$ cat config.mk
export PLATFORM = sky130hd
export DESIGN_NAME = stepper_position_sequencer_unit_flat
export DESIGN_NICKNAME = d
export VERILOG_FILES = /design/src/sps_pkg.sv /design/src/sps_cmd_if.sv /design/src/sps_result_if.sv /design/src/stepper_position_sequencer_unit.sv /design/src/flat_wrapper.sv
export VERILOG_INCLUDE_DIRS = /design/src /design/src/src
export SDC_FILE = /design/constraint.sdc
export NUM_CORES = 1
export LEC_CHECK = 0
export ABC_AREA = 0
export BUFFER_PORTS_ARGS = -buffer_cell sky130_fd_sc_hd__buf_4
export CORE_ASPECT_RATIO = 0.75
export CORE_MARGIN = 1.5
export CORE_UTILIZATION = 40
export DETAILED_ROUTE_END_ITERATION = 8
export GPL_TIMING_DRIVEN = 0
export PLACE_DENSITY = 0.6
export SLEW_MARGIN = 20
export SYNTH_ARGS = -nofsm -noshare
export SYNTH_HDL_FRONTEND = slang
export SYNTH_SLANG_ARGS = --single-unit
$ cat constraint.sdc
create_clock -name clk -period 9.9 [get_ports clk]
set_input_delay 0.99 -clock clk [delete_from_list [all_inputs] [get_ports clk]]
set_output_delay 0.99 -clock clk [all_outputs]
set_load 0.03 [all_outputs]
$ cat src/assert_macros.svh
// Assertion macros shared by the sequencer RTL.
`ifndef ASSERT_MACROS_SVH
`define ASSERT_MACROS_SVH
`ifndef ASSERT_OFF
// Check a property on every clock edge outside reset.
`define SPS_ASSERT(label, clk, rst, prop, msg) \
  label: assert property (@(posedge clk) disable iff (rst) prop) else $error(msg);
// Check that a condition never holds outside reset.
`define SPS_ASSERT_NEVER(label, clk, rst, cond, msg) \
  label: assert property (@(posedge clk) disable iff (rst) !(cond)) else $error(msg);
`else
`define SPS_ASSERT(label, clk, rst, prop, msg)
`define SPS_ASSERT_NEVER(label, clk, rst, cond, msg)
`endif
`endif

$ cat src/sps_pkg.sv
// Types, constants and coil tables of the stepper position sequencer.
package sps_pkg;

  localparam int OPCODE_W    = 2;
  localparam int OPERAND_W   = 32;
  localparam int COIL_W      = 4;
  localparam int POS_OUT_W   = 32;
  localparam int CFG_INDEX_W = 2;

  localparam int               PERIOD_RESET = 10000;
  localparam logic [COIL_W-1:0] COIL_RESET  = 4'hF;

  typedef enum logic [OPCODE_W-1:0] {
    OP_TICK     = 2'd0,
    OP_SET_DEST = 2'd1,
    OP_STEP_REL = 2'd2,
    OP_REDEFINE = 2'd3
  } opcode_t;

  typedef enum logic [CFG_INDEX_W-1:0] {
    REG_BIPOLAR     = 2'd0,
    REG_HALF_STEP   = 2'd1,
    REG_STEP_PERIOD = 2'd2
  } cfg_reg_t;

  localparam logic [COIL_W-1:0] UNI_FULL [4] = '{4'h1, 4'h2, 4'h4, 4'h8};
  localparam logic [COIL_W-1:0] UNI_HALF [8] =
    '{4'h1, 4'h3, 4'h2, 4'h6, 4'h4, 4'hC, 4'h8, 4'h9};
  localparam logic [COIL_W-1:0] BI_FULL  [4] = '{4'h5, 4'h6, 4'hA, 4'h9};
  localparam logic [COIL_W-1:0] BI_HALF  [8] =
    '{4'h1, 4'h5, 4'h4, 4'h6, 4'h2, 4'hA, 4'h8, 4'h9};

  // Pick the coil pattern for a phase: full step uses two phase bits, half step three.
  function automatic logic [COIL_W-1:0] coil_pattern(input logic       bipolar,
                                                     input logic       half_step,
                                                     input logic [2:0] phase);
    logic [COIL_W-1:0] pattern;
    if (bipolar) begin
      pattern = half_step ? BI_HALF[phase] : BI_FULL[phase[1:0]];
    end else begin
      pattern = half_step ? UNI_HALF[phase] : UNI_FULL[phase[1:0]];
    end
    return pattern;
  endfunction

endpackage

$ cat src/sps_cmd_if.sv
// Command channel: opcode and operand with valid/ready handshake.
interface sps_cmd_if;
  logic                                      valid;
  logic                                      ready;
  logic [sps_pkg::OPCODE_W-1:0]              opcode;
  logic signed [sps_pkg::OPERAND_W-1:0]      operand_value;

  modport source (output valid, output opcode, output operand_value, input ready);
  modport sink   (input valid, input opcode, input operand_value, output ready);
endinterface

$ cat src/sps_result_if.sv
// Result channel: coil drive, positions and status with valid/ready handshake.
interface sps_result_if;
  logic                                  valid;
  logic                                  ready;
  logic [sps_pkg::COIL_W-1:0]            coil_drive;
  logic signed [sps_pkg::POS_OUT_W-1:0]  current_position;
  logic signed [sps_pkg::POS_OUT_W-1:0]  target_position;
  logic                                  moving;
  logic                                  step_taken;

  modport source (output valid, output coil_drive, output current_position,
                  output target_position, output moving, output step_taken,
                  input ready);
  modport sink   (input valid, input coil_drive, input current_position,
                  input target_position, input moving, input step_taken,
                  output ready);
endinterface

$ cat src/stepper_position_sequencer_unit.sv
// Stepper position sequencer: command decode, step timer and coil phase output.
//
// Usage:
//   cmd carries one transaction per command or microsecond tick: opcode 0 is a
//   tick, 1 sets the destination, 2 steps relative to the current position,
//   3 redefines the current position. result returns exactly one transaction
//   per command with the coil drive, both positions and the timer status.
//   The cfg port writes the mode bits and the step period; write it only while
//   no command is in flight.
// Timing and throughput: a result is registered and appears in the cycle after
//   its command is taken, and one command is taken every cycle while no result
//   is held by the receiver. The whole update of position, destination, period
//   counter and coil phase fits between the command edge and the result register.
// Reset: position and destination clear, the timer stops, all coils turn on,
//   bipolar full-step mode with a period of 10000 ticks.
// Stall: a result held by the receiver stays in the output register; cmd.ready
//   drops until that result is taken, and rises again in the cycle it leaves.
`include "assert_macros.svh"

module stepper_position_sequencer_unit #(
  parameter int POSITION_BITS = 32,
  parameter int PERIOD_BITS   = 26
) (
  input  logic                              clk,
  input  logic                              rst,
  sps_cmd_if.sink                           cmd,
  sps_result_if.source                      result,
  input  logic                              cfg_wr_en,
  input  logic [sps_pkg::CFG_INDEX_W-1:0]   cfg_index,
  input  logic [PERIOD_BITS-1:0]            cfg_data
);
  import sps_pkg::*;

  localparam logic [POSITION_BITS-1:0] POS_ONE = POSITION_BITS'(1);

  // Configuration
  logic                     bipolar_mode;
  logic                     half_step_mode;
  logic [PERIOD_BITS-1:0]   step_period;

  // Motion state
  logic [POSITION_BITS-1:0] position;
  logic [POSITION_BITS-1:0] destination;
  logic                     running;
  logic [PERIOD_BITS-1:0]   period_count;
  logic [COIL_W-1:0]        coil;

  logic [POSITION_BITS-1:0] position_next;
  logic [POSITION_BITS-1:0] destination_next;
  logic                     running_next;
  logic [PERIOD_BITS-1:0]   period_count_next;
  logic [COIL_W-1:0]        coil_next;
  logic                     step_next;

  logic                     out_valid;
  logic                     accept;

  logic [POSITION_BITS-1:0] operand;
  logic [POSITION_BITS-1:0] gap;
  logic [POSITION_BITS-1:0] step_pos;
  logic [PERIOD_BITS-1:0]   count_inc;
  logic                     pos_below;
  logic                     pos_above;
  logic                     reached;
  logic                     expire;
  logic                     differ;
  logic                     run_cmd;
  logic                     cfg_differ;

  assign cmd.ready    = !out_valid || result.ready;
  assign accept       = cmd.valid && cmd.ready;
  assign result.valid = out_valid;

  always_comb begin
    operand    = POSITION_BITS'(cmd.operand_value);
    gap        = destination - position;
    pos_below  = $signed(position) < $signed(destination);
    pos_above  = $signed(destination) < $signed(position);
    count_inc  = period_count + PERIOD_BITS'(1);
    expire     = count_inc >= step_period;
    cfg_differ = position != destination;

    // Step one position toward the destination; the step lands on it when
    // the distance is exactly one in the direction of travel.
    if (pos_below) begin
      step_pos = position + POS_ONE;
      reached  = gap == POS_ONE;
    end else if (pos_above) begin
      step_pos = position - POS_ONE;
      reached  = gap == '1;
    end else begin
      step_pos = position;
      reached  = 1'b1;
    end

    position_next     = position;
    destination_next  = destination;
    running_next      = running;
    period_count_next = period_count;
    coil_next         = coil;
    step_next         = 1'b0;
    differ            = 1'b0;

    unique case (opcode_t'(cmd.opcode))
      OP_TICK: begin
        if (running) begin
          if (expire) begin
            period_count_next = '0;
            step_next         = 1'b1;
            position_next     = step_pos;
            coil_next         = coil_pattern(bipolar_mode, half_step_mode, step_pos[2:0]);
            running_next      = !reached;
          end else begin
            period_count_next = count_inc;
          end
        end
      end
      OP_SET_DEST: begin
        destination_next = operand;
        differ           = operand != position;
      end
      OP_STEP_REL: begin
        destination_next = position + operand;
        differ           = operand != '0;
      end
      OP_REDEFINE: begin
        position_next    = operand;
        destination_next = operand;
        differ           = 1'b0;
      end
      default: begin
      end
    endcase

    // Start or stop the timer after a command; a fresh start clears the count.
    run_cmd = differ && (step_period != '0);
    if (opcode_t'(cmd.opcode) != OP_TICK) begin
      running_next = run_cmd;
      if (!running && run_cmd) begin
        period_count_next = '0;
      end
    end
  end

  always_ff @(posedge clk) begin
    if (rst) begin
      bipolar_mode   <= 1'b1;
      half_step_mode <= 1'b0;
      step_period    <= PERIOD_BITS'(PERIOD_RESET);
      position       <= '0;
      destination    <= '0;
      running        <= 1'b0;
      period_count   <= '0;
      coil           <= COIL_RESET;
      out_valid      <= 1'b0;
    end else begin
      if (cfg_wr_en) begin
        unique case (cfg_index)
          REG_BIPOLAR:   bipolar_mode   <= cfg_data[0];
          REG_HALF_STEP: half_step_mode <= cfg_data[0];
          REG_STEP_PERIOD: begin
            step_period  <= cfg_data;
            period_count <= '0;
            running      <= cfg_differ && (cfg_data != '0);
          end
          default: begin
          end
        endcase
      end else if (accept) begin
        position     <= position_next;
        destination  <= destination_next;
        running      <= running_next;
        period_count <= period_count_next;
        coil         <= coil_next;
      end

      if (accept) begin
        out_valid <= 1'b1;
      end else if (result.ready) begin
        out_valid <= 1'b0;
      end
    end
  end

  // Result payload: load on each accepted command, hold while stalled.
  always_ff @(posedge clk) begin
    if (accept) begin
      result.coil_drive       <= coil_next;
      result.current_position <= $signed(POS_OUT_W'(position_next));
      result.target_position  <= $signed(POS_OUT_W'(destination_next));
      result.moving           <= running_next;
      result.step_taken       <= step_next;
    end
  end

  `SPS_ASSERT_NEVER(a_run_at_dest, clk, rst, running && (position == destination), "timer runs at destination")
  `SPS_ASSERT_NEVER(a_run_zero_period, clk, rst, running && (step_period == '0), "timer runs with zero period")
  `SPS_ASSERT(a_count_below_period, clk, rst, running |-> (period_count < step_period), "period count reached period")
  `SPS_ASSERT(a_accept_gives_result, clk, rst, accept |=> out_valid, "accepted command gave no result")

endmodule
$ cat src/flat_wrapper.sv
// flat-port wrapper written by rule: the top's interface ports become plain ports
module stepper_position_sequencer_unit_flat import sps_pkg::*;
#(
  parameter int POSITION_BITS = 32,
  parameter int PERIOD_BITS   = 26
)
  (clk, rst, cfg_wr_en, cfg_index, cfg_data, cmd_valid, cmd_opcode, cmd_operand_value, cmd_ready, result_valid, result_coil_drive, result_current_position, result_target_position, result_moving, result_step_taken, result_ready);
  sps_cmd_if cmd_i ();
  sps_result_if result_i ();
  input  logic clk;
  input  logic rst;
  input  logic cfg_wr_en;
  input  logic [sps_pkg::CFG_INDEX_W-1:0] cfg_index;
  input  logic [PERIOD_BITS-1:0] cfg_data;
  input wire logic [$bits(cmd_i.valid)-1:0] cmd_valid;
  input wire logic [$bits(cmd_i.opcode)-1:0] cmd_opcode;
  input wire logic [$bits(cmd_i.operand_value)-1:0] cmd_operand_value;
  output wire logic [$bits(cmd_i.ready)-1:0] cmd_ready;
  output wire logic [$bits(result_i.valid)-1:0] result_valid;
  output wire logic [$bits(result_i.coil_drive)-1:0] result_coil_drive;
  output wire logic [$bits(result_i.current_position)-1:0] result_current_position;
  output wire logic [$bits(result_i.target_position)-1:0] result_target_position;
  output wire logic [$bits(result_i.moving)-1:0] result_moving;
  output wire logic [$bits(result_i.step_taken)-1:0] result_step_taken;
  input wire logic [$bits(result_i.ready)-1:0] result_ready;
  assign cmd_i.valid = cmd_valid;
  assign cmd_i.opcode = cmd_opcode;
  assign cmd_i.operand_value = cmd_operand_value;
  assign cmd_ready = cmd_i.ready;
  assign result_valid = result_i.valid;
  assign result_coil_drive = result_i.coil_drive;
  assign result_current_position = result_i.current_position;
  assign result_target_position = result_i.target_position;
  assign result_moving = result_i.moving;
  assign result_step_taken = result_i.step_taken;
  assign result_i.ready = result_ready;
  stepper_position_sequencer_unit #(.POSITION_BITS(POSITION_BITS), .PERIOD_BITS(PERIOD_BITS)) u_core (.clk(clk), .rst(rst), .cmd(cmd_i), .result(result_i), .cfg_wr_en(cfg_wr_en), .cfg_index(cfg_index), .cfg_data(cfg_data));
endmodule
==> results of run 1 <==
-- cells by family (layout without fill, tap and decap cells) --
kind of cell	count (synthesis)	in the layout	share of synthesized area, %
fa+ha+maj	135	135	11.0
compound gates	646	646	26.5
xor+xnor	72	72	4.17
buf+inv	237	406	6.37
mux	14	14	0.948
simple gates	659	659	21.3
other cells	0	1	0
flops	194	194	29.7
-- state kept, by name (all words and copies together), names as in the netlist --
name                            cells
u_core.bipolar_mode                 1
u_core.coil                         4
u_core.destination                 32
u_core.half_step_mode               1
u_core.period_count                26
u_core.position                    32
u_core.result.coil_drive            4
u_core.result.current_position     32
u_core.result.moving                1
u_core.result.step_taken            1
u_core.result.target_position      32
u_core.result.valid                 1
u_core.running                      1
u_core.step_period                 26
-- placed cells by master (no fill, tap or decap), types with 45 or more instances in the layout --
cell type  Yosys  final
xnor2_1       45     45
clkbuf_1      81     81
o21ai_0      146    146
a21oi_1      218    218
buf_4          2    138
nand2_1      216    216
inv_1        123    122
nor4_1        47     46
dfxtp_1      124    124
edfxtp_1      70     70
nor3_1        49     49
ha_1         133    133
nor2_1       128    128
-- worst max-delay path, cell delays in order (launching register included) --
cell and delay, ns:
dfxtp_1 0.43, ha_1 0.27, nand3_1 0.24, nor3_1 0.46, and3_1 0.33, and3_1 0.26
and2_1 0.25, nand4_1 0.14, xnor2_1 0.22, ha_1 0.27, nand4_1 0.13, nor3_1 0.08
a2111o_1 0.44, a2111oi_0 0.87, o21ai_1 0.58, nand2_1 0.24, clkbuf_1 0.40, clkbuf_1 0.61
a211oi_1 0.16, a32oi_1 0.28, o21ai_0 0.28
-- stage by stage --
step | setup WS (ns) | instances | util (%)
floorplan | 5.05 | 1957 | -
global placement | 3.03 | 2605 | 44.8
detailed placement | 3.02 | 2606 | 44.9
CTS | 2.98 | 2638 | 46.5
global route | 2.30 | 2638 | 46.5
finish | 2.62 | 2639 | 46.5
-- final cells by class --
cell class | instances | area (um2)
Fill cell | 3829 | 20400
Multi-Input combinational cell | 1526 | 9890
Sequential cell | 194 | 4580
Timing Repair Buffer | 137 | 1050
Tap cell | 512 | 641
Buffer | 109 | 503
Inverter | 128 | 483
Clock buffer | 17 | 425
Clock inverter | 15 | 174
Antenna cell | 1 | 2.50
-- metal layers --
layer  GRT usage, %  up-vias
met2           39.0      860
li1               -     7488
met1           46.4     7671
met4           8.58        2
met5           2.16        -
met3           10.6       92
-- power groups by stage --
stage | Sequential [mW] | Combinational (mW) | Clock, mW
after floorplan | 0.942 | 0.457 | 0
after global placement | 0.911 | 0.741 | 0
after detailed placement | 0.910 | 0.751 | 0
after CTS | 0.892 | 0.754 | 0.735
after global routing | 0.896 | 0.831 | 0.764
final | 0.893 | 0.778 | 0.727
-- final timing paths --
kind                               start                            endpoint  slack (ns)  cells past startpoint
hold reg to reg           u_core.coil[3]                      u_core.coil[3]        0.47                      2
setup reg to reg  u_core.period_count[0]  u_core.result.current_position[19]        2.62                     20
hold / removal            u_core.coil[3]                      u_core.coil[3]        0.47                      2
setup / recovery  u_core.period_count[0]  u_core.result.current_position[19]        2.62                     20
==> impl_results.md, run 1 <==
- Top cell type's share of synthesized area: around 16%
- Post-route antenna net violation count: 0
- Critical path class: flip-flop to flip-flop
- Top layer in use: met5
- Die ar.: roughly 40,000 um2
- CTS clock-pin slew for the worst setup and hold paths: 0.08 ns
- Required time of the critical path: ~10 ns
- Combinational fraction of design power: 32.4%
- CTS tree: built
- Slew HR: between 20 and 25%
- MaxCap Viol Count: 0
- Nets: around 2.3k
- Metal3 WL: slightly above 8 mm
- Hold buffer count at cts: 0
- Gpl congestion: approximately 0.98
- Worst Skew: between 0.015 and 0.02 ns
- Antenna violations before repair: 0
- Crit path time final: 7.28 ns
- DRC violations left: 0
- DR WL/cell: roughly 23 um
- Synth Warn #: 0
- Startpoint Class: flip-flop
- Count of cells resized by post-cts repair: 0
- Deepest clock path buffer count: 2
- Initial DRC count: around 2.1k
- Post-CTS Setup Inserts: 0
- Cell leakage power: roughly 6.9 nW
- Switching share of power: between 30% and 40%
- Library cells used by synthesis: 95
- Initial Utilization: 40.5%
- Worst Hold Class: flip-flop to flip-flop
- Vias per cell: about 6.1
- Hold Vio Cnt, Final: 0
- P_sw: about 0.9 mW
- Number of global-route vias before repair: 14.7k
- Share of layout cells above drive strength 1: between 10% and 20%
- Crit path DAT: ~7.4 ns
- Synthesis-to-layout area growth: 14.9%
- First-pass GRT wire length: 91.1 mm
- GRT Overall Usage: between 30 and 40%
- Final non-filler cell area: 17,700 um2
- Pin count of the biggest net entering global routing: 46
- Dpl cell area: ~17,000 um2
- Flop pwr share: approximately 37%
- DRT met1 WL: 29.0 mm
- Final WL: about 62 mm
- FMAX: 0.137 GHz
- Critical Path Sink Type: flip-flop
- Top cells by area, synth: dfxtp_1, edfxtp_1, ha_1
- CP Max Fanout: 10
- Worst vdd ir: between 0.1 and 0.15 mV
- Setup TNS: 0 ns
- RSZ-0062 raised after global routing: false
- Status: completed
- Post-DP HPWL: 49.5 mm
- Async set or reset register ratio after synthesis: 0%
- Worst-Skew Late Latency: approximately 0.48 ns
- Synth Flop Type: dfxtp_1
- Final setup fails: 0
- Post-synth EDFFs: 70
- Gate Count Post-Synth: roughly 2k
- Metal2 WL: 23.3 mm
- Pwr/cell area: roughly 140 nW/um2
- IO Port Bufs: between 100 and 150
- Final-report max-slew violation count: 0
- Count of TritonRoute iterations in the first routing pass: 5
- Count leader, synth: a21oi_1
- Synth top cells by count: a21oi_1, nand2_1, o21ai_0, ha_1, nor2_1
- Number of top-level pins: about 140
- Clock power frac: roughly 30%
- Clock Sinks: 194
- Number of CTS-inserted buffers: 17
- Period utilization: between 70% and 80%
- Mapped Area: around 15,000 um2
- CORE AREA: 38,200 um2
- P_int: approximately 1.5 mW
- Pwr Total: about 2.4 mW
- Synth Register Bits: just under 200
- Seq/Total Area, Yosys: slightly below 30%
- Htree depth: 4
- Avg Cell Area, Syn: 7.89 um2
- Grt ovf: 0
- Root buffer cell: clkbuf_16
- Cell Rows: 62
- Worst Tran Pin Value: around 1.2 ns
- Total number of vias: approximately 16k
- Die Y-Extent: roughly 170 um
- Post-synth net total: 2,159
- Hold_ws: 0.473 ns
- Horiz. Die Dim: approximately 230 um
- Dominant cell type by area after synthesis: dfxtp_1
Note: power is estimated with default switching activity, not from simulation.
==> run 2: changes to the inputs <==
==> constraint.sdc (replaced) <==
create_clock -name clk -period 7.26 [get_ports clk]
set_input_delay 0.726 -clock clk [delete_from_list [all_inputs] [get_ports clk]]
set_output_delay 0.726 -clock clk [all_outputs]
set_load 0.03 [all_outputs]
==> run 2 against run 1 <==
Effect of this change: flip-flop and latch count unchanged; combinational power up 36%; total power up 36%; fmax up 5.5%; clock-buffer cell count unchanged; worst setup slack worse by 2.3 ns; clock skew up 0.0023 ns; non-clock buffer count unchanged; critical path type unchanged; largest power group unchanged.
==> impl_results.md, run 2 (same netlist as run 1, synthesis figures left out) <==
- Htree depth: 4 (unchanged)
- Startpoint Class: flip-flop
- MaxCap Viol Count: 0 (unchanged)
- Number of global-route vias before repair: 14.7k (unchanged)
- Worst Skew: 0.0177 ns (+0.00233 ns)
- RSZ-0062 raised after global routing: false
- Pin count of the biggest net entering global routing: 46 (unchanged)
- P_sw: 1.24 mW (+37%)
- Combinational fraction of design power: 32.4% (about the same)
- Dpl cell area: 17,100 um2 (unchanged)
- Switching share of power: 37.8% (+0.052 points)
- Post-route antenna net violation count: 0 (unchanged)
- Flop pwr share: 37.2% (about the same)
- Clock power frac: 30.3% (about the same)
- Synthesis-to-layout area growth: 14.9% (about the same)
- Antenna violations before repair: 0 (unchanged)
- Final non-filler cell area: 17,800 um2 (about the same)
- Vias per cell: 6.14 (+0.61%)
- Period utilization: 95.0% (+22 points)
- Number of CTS-inserted buffers: 17 (unchanged)
- Nets: 2,315 (unchanged)
- Final-report max-slew violation count: 0 (unchanged)
- GRT Overall Usage: 30.4% (unchanged)
- Final setup fails: 0 (unchanged)
- Most common cell after layout, fill and taps aside: a21oi_1
- First-pass GRT wire length: 91.1 mm (unchanged)
- FMAX: 0.145 GHz (+5.5%)
- Crit path time final: 6.90 ns (-0.378 ns)
- CORE AREA: 38,200 um2 (unchanged)
- Initial DRC count: 2,083 (+0.39%)
- DR WL/cell: 23.5 um (about the same)
- Final WL: 61.9 mm (about the same)
- CP Max Fanout: 9 (-1)
- Cell leakage power: 6.90 nW (about the same)
- Number of top-level pins: 139 (unchanged)
- Hold Vio Cnt, Final: 0 (unchanged)
- Clock Sinks: 194 (unchanged)
- Horiz. Die Dim: 230 um (unchanged)
- Pwr Total: 3.27 mW (+36%)
- Count of TritonRoute iterations in the first routing pass: 6 (+1)
- Required time of the critical path: 7.59 ns (-2.44 ns)
- Critical path class: flip-flop to flip-flop
- Worst vdd ir: 0.162 mV (+37%)
- Worst Hold Class: flip-flop to flip-flop
- Slew HR: 19.1% (-2.9 points)
- Share of layout cells above drive strength 1: 10.8% (+0.047 points)
- Hold buffer count at cts: 0 (unchanged)
- Grt ovf: 0 (unchanged)
- Deepest clock path buffer count: 2 (unchanged)
- Post-CTS Setup Inserts: 0 (unchanged)
- Initial Utilization: 40.5% (unchanged)
- Setup TNS: 0 ns (unchanged)
- Crit path DAT: 7.23 ns (-0.17 ns)
- Worst Tran Pin Value: 1.20 ns (+0.0434 ns)
- Pwr/cell area: 184 nW/um2 (+36%)
- Total number of vias: 16.2k (+0.61%)
- CTS clock-pin slew for the worst setup and hold paths: 0.08 ns (about the same)
- DRC violations left: 0 (unchanged)
- IO Port Bufs: 136 (unchanged)
- Gpl congestion: 0.981 (unchanged)
- P_int: 2.04 mW (+36%)
- Worst-Skew Late Latency: 0.48 ns (about the same)
- Critical Path Sink Type: flip-flop
- Die ar.: 39,800 um2 (unchanged)
- Most frequent cells in the layout: a21oi_1, nand2_1, o21ai_0, buf_4, ha_1
- Cell Rows: 62 (unchanged)
- CTS tree: built
- Die Y-Extent: 173 um (unchanged)
- Post-DP HPWL: 49.5 mm (unchanged)
- Root buffer cell: clkbuf_16
- Status: completed
==> run 2: power groups by stage <==
stage          sequential (mW)  clock [mW]  combinational, mW
3_3_place_gp              1.24           0               1.01
2_1_floorplan             1.28           0              0.624
5_1_grt                   1.22        1.04               1.13
4_1_cts                   1.22        1.00               1.03
6_report                  1.22       0.994               1.06
3_5_place_dp              1.24           0               1.02
==> run 2: layout make-up <==
type	count	area (um2)
Sequential cell	194	4580
Antenna cell	1	2.50
Multi-Input combinational cell	1526	9890
Fill cell	3828	20400
Timing Repair Buffer	137	1050
Inverter	128	483
Tap cell	512	641
Clock buffer	17	425
Buffer	109	504
Clock inverter	15	174
==> run 2: path summary, 6_finish.rpt <==
check	from	endpoint	slack, ns	depth (start not counted)
min	u_core.coil[3]	u_core.coil[3]	0.47	2
max	u_core.period_count[0]	u_core.position[0]	0.36	21
max reg2reg	u_core.period_count[0]	u_core.position[0]	0.36	21
min reg2reg	u_core.coil[3]	u_core.coil[3]	0.47	2
==> run 2: critical path: stages (launching register included) <==
cell       delay (ns)
dfxtp_1          0.43
ha_1             0.27
nand3_1          0.24
nor3_1           0.46
and3_1           0.32
and3_1           0.26
and2_1           0.25
nand4_1          0.14
xnor2_1          0.23
ha_1             0.28
nand4_1          0.13
nor3_1           0.08
a2111o_1         0.45
a2111oi_1        0.65
o21ai_1          0.51
and2_1           0.44
nand2_1          0.26
clkinv_1         0.44
a22oi_1          0.40
o21ai_0          0.26
nor2_1           0.18
a211oi_1         0.07
==> run 2: per-layer routing <==
layer	global-route usage, %	routed length (um)	vias to the layer above
li1	-	-	7494
met1	46.4	28900	7711
met2	39.0	23200	908
met3	10.6	8200	97
met4	8.58	1500	2
met5	2.16	119	-
==> run 2: metrics by stage <==
stage	cells	util (%)	setup WS [ns]	hold WS, ns
after global routing	2638	46.5	0.0421	0.486
after floorplan	1957	-	2.41	0.439
after global placement	2605	44.8	0.386	0.454
after detailed placement	2606	44.9	0.378	0.457
final	2639	46.5	0.360	0.473
after CTS	2638	46.5	0.337	0.475
==> run 2: timing repair <==
action | CTS | global route
endpoints found under the setup margin | 0 | 15
resized for setup | 0 | 3
hold endpoints to repair | 0 | 0
==> run 3: changes to the inputs <==
--- a/config.mk
+++ b/config.mk
@@ -8,12 +8,14 @@
 export LEC_CHECK = 0
 export ABC_AREA = 0
 export BUFFER_PORTS_ARGS = -buffer_cell sky130_fd_sc_hd__buf_4
+export CELL_PAD_IN_SITES_DETAIL_PLACEMENT = 1
+export CELL_PAD_IN_SITES_GLOBAL_PLACEMENT = 1
 export CORE_ASPECT_RATIO = 0.75
 export CORE_MARGIN = 1.5
 export CORE_UTILIZATION = 40
 export DETAILED_ROUTE_END_ITERATION = 8
 export GPL_TIMING_DRIVEN = 0
-export PLACE_DENSITY = 0.6
+export PLACE_DENSITY = 0.76
 export SLEW_MARGIN = 20
 export SYNTH_ARGS = -nofsm -noshare
 export SYNTH_HDL_FRONTEND = slang
==> run 3 against run 2 <==
Effect of this change: routed wire length grew 11%; total power increased by 1.8%; via count grew 2.6%; sequential share of layout area about the same; hold slack improved by 0.011 ns; non-clock buffer count stayed put; die area is the same; sequential power barely moved; critical path depth unchanged; largest power group unchanged.
==> impl_results.md, run 3 (same netlist as run 1, synthesis figures left out) <==
- Required time of the critical path: 7.59 ns (about the same)
- Worst vdd ir: 0.148 mV (-9.2%)
- Final setup fails: 0 (unchanged)
- Deepest clock path buffer count: 2 (unchanged)
- Metal3 WL: 7.26 mm (-11%)
- Top layer in use: met4
- CTS clock-pin slew for the worst setup and hold paths: 0.08 ns (about the same)
- DR WL/cell: 26.1 um (+11%)
- Horiz. Die Dim: 230 um (unchanged)
- Vias per cell: 6.31 (+2.7%)
- Pwr/cell area: 188 nW/um2 (+1.7%)
- Cell Rows: 62 (unchanged)
- CTS tree: built
- Most frequent cells in the layout: a21oi_1, nand2_1, o21ai_0, buf_4, ha_1
- Metal2 WL: 27.5 mm (+19%)
- Combinational fraction of design power: 32.9% (+0.5 points)
- Multi-input logic area: 9900 um2 (about the same)
- Htree depth: 4 (unchanged)
- Switching share of power: 39.1% (+1.3 points)
- Die ar.: 39,800 um2 (unchanged)
- Slew HR: 22.6% (+3.5 points)
- Pwr Total: 3.33 mW (+1.8%)
- DRT met1 WL: 32.5 mm (+12%)
- # fillers: 4,699 (+23%)
- Number of CTS-inserted buffers: 17 (unchanged)
- GRT Overall Usage: 34.2% (+3.8 points)
- CORE AREA: 38,200 um2 (unchanged)
- Gpl congestion: 1.00 (+2.0%)
- MaxCap Viol Count: 0 (unchanged)
- DRC violations left: 0 (unchanged)
- N_diodes: 0 (-1)
- Final Non-Filler Cells: 2,638 (-0.038%)
- Post-CTS Setup Inserts: 0 (unchanged)
- Placed Cells: 2,606 (unchanged)
- Antenna violations before repair: 2 (+2)
- Grt ovf: 0 (unchanged)
- Worst-Skew Late Latency: 0.49 ns (about the same)
- Critical Path Sink Type: flip-flop
- CP Max Fanout: 9 (unchanged)
- Crit path DAT: 7.52 ns (+0.29 ns)
- Hold Vio Cnt, Final: 0 (unchanged)
- Crit path time final: 7.18 ns (+0.283 ns)
- Cell leakage power: 6.90 nW (about the same)
- P_int: 2.03 mW (-0.31%)
- Count of TritonRoute iterations in the first routing pass: 5 (-1)
- Number of global-route vias before repair: 16.3k (+11%)
- Hold buffer count at cts: 0 (unchanged)
- Synthesis-to-layout area growth: 15.0%
- Startpoint Class: flip-flop
- Share of layout cells above drive strength 1: 10.9% (+0.094 points)
- Pin count of the biggest net entering global routing: 55 (+20%)
- Number of top-level pins: 139 (unchanged)
- Initial DRC count: 1,839 (-12%)
- Storage cell area: 4580 um2 (unchanged)
- First-pass GRT wire length: 102 mm (+13%)
- RSZ-0062 raised after global routing: false
- P_sw: 1.30 mW (+5.3%)
- Post-route antenna net violation count: 0 (unchanged)
- Nets: 2,315 (unchanged)
- Final-report max-slew violation count: 0 (unchanged)
- Period utilization: 98.9% (+3.9 points)
- Critical path class: flip-flop to flip-flop
- Root buffer cell: clkbuf_16
- Die Y-Extent: 173 um (unchanged)
- Flop pwr share: 36.6% (-0.6 points)
- Initial Utilization: 40.5% (unchanged)
- Clock Sinks: 194 (unchanged)
- FMAX: 0.139 GHz (-3.9%)
- Most common cell after layout, fill and taps aside: a21oi_1
- Post-DP HPWL: 55.0 mm (+11%)
- Worst Skew: 0.0228 ns (+0.00509 ns)
- Total number of vias: 16.6k (+2.6%)
- Final WL: 68.9 mm (+11%)
- Clock power frac: 30.6% (+0.3 points)
- Status: completed
- Worst Tran Pin Value: 1.15 ns (-0.0521 ns)
- Worst Hold Class: flip-flop to flip-flop
- IO Port Bufs: 136 (unchanged)
==> run 3: cell count changes in the layout (fill, tap and decap cells not counted), sizes merged <==
cell and change:
bufinv -1, clkbuf +1, diode -1
==> run 3: worst max-delay path, stage by stage, from the launching register on <==
cell and delay [ns]:
dfxtp_1 0.43, ha_1 0.30, nand3_1 0.27, nor3_2 0.41, and3_1 0.29, and3_1 0.27
and2_1 0.29, nand4_1 0.16, xnor2_1 0.28, ha_1 0.30, nand4_1 0.14, nor3_1 0.08
a2111o_1 0.47, a2111oi_1 0.85, o21ai_2 0.38, and2_1 0.40, nand2_1 0.27, clkinv_1 0.47
a22oi_1 0.34, o21ai_0 0.32, nor2_1 0.22, a211oi_1 0.07
==> run 3: metrics by stage <==
| stage | utilization [%] | setup slack, ns | hold slack [ns] | cell area (um2) | setup TNS, ns |
|---|---|---|---|---|---|
| detailed placement | 44.9 | -0.179 | 0.471 | 17100 | -0.680 |
| floorplan | - | 2.41 | 0.439 | 15400 | 0 |
| finish | 46.6 | 0.0771 | 0.484 | 17800 | 0 |
| global route | 46.6 | 0.0223 | 0.495 | 17800 | 0 |
| global placement | 44.8 | 0.0411 | 0.454 | 17100 | 0 |
| CTS | 46.5 | 0.0574 | 0.475 | 17800 | 0 |
==> run 3: worst paths after layout <==
kind	from	cells past startpoint	slack, ns	endpoint
setup / recovery	u_core.period_count[0]	21	0.08	u_core.position[0]
setup reg to reg	u_core.period_count[0]	21	0.08	u_core.position[0]
hold reg to reg	u_core.step_period[18]	2	0.48	u_core.step_period[18]
hold / removal	u_core.step_period[18]	2	0.48	u_core.step_period[18]
==> run 3: area by class of cell <==
class	instances	area share (%)
Tap cell	512	3.60
Multi-Input combinational cell	1526	55.7
Buffer	109	2.84
Timing Repair Buffer	137	5.90
Clock buffer	18	2.53
Clock inverter	14	0.922
Inverter	128	2.72
Sequential cell	194	25.8
==> run 3: power groups by stage <==
stage	Combinational, mW	Clock (mW)	Sequential [mW]
after floorplan	0.624	0	1.28
final	1.10	1.02	1.22
after global placement	1.03	0	1.24
after detailed placement	1.06	0	1.24
after global routing	1.16	1.06	1.22
after CTS	1.06	1.02	1.22
==> run 3: routing by layer <==
metal | GRT usage, % | vias to the layer above
met5 | 0 | -
met4 | 9.42 | 0
met3 | 8.34 | 86
met2 | 47.7 | 780
met1 | 51.7 | 8273
li1 | - | 7497
==> run 3: repair_timing <==
item,in CTS,in global routing
pin swaps,0,0
resized for setup,2,2
gates cloned,0,0
endpoints found under the setup margin,14,19
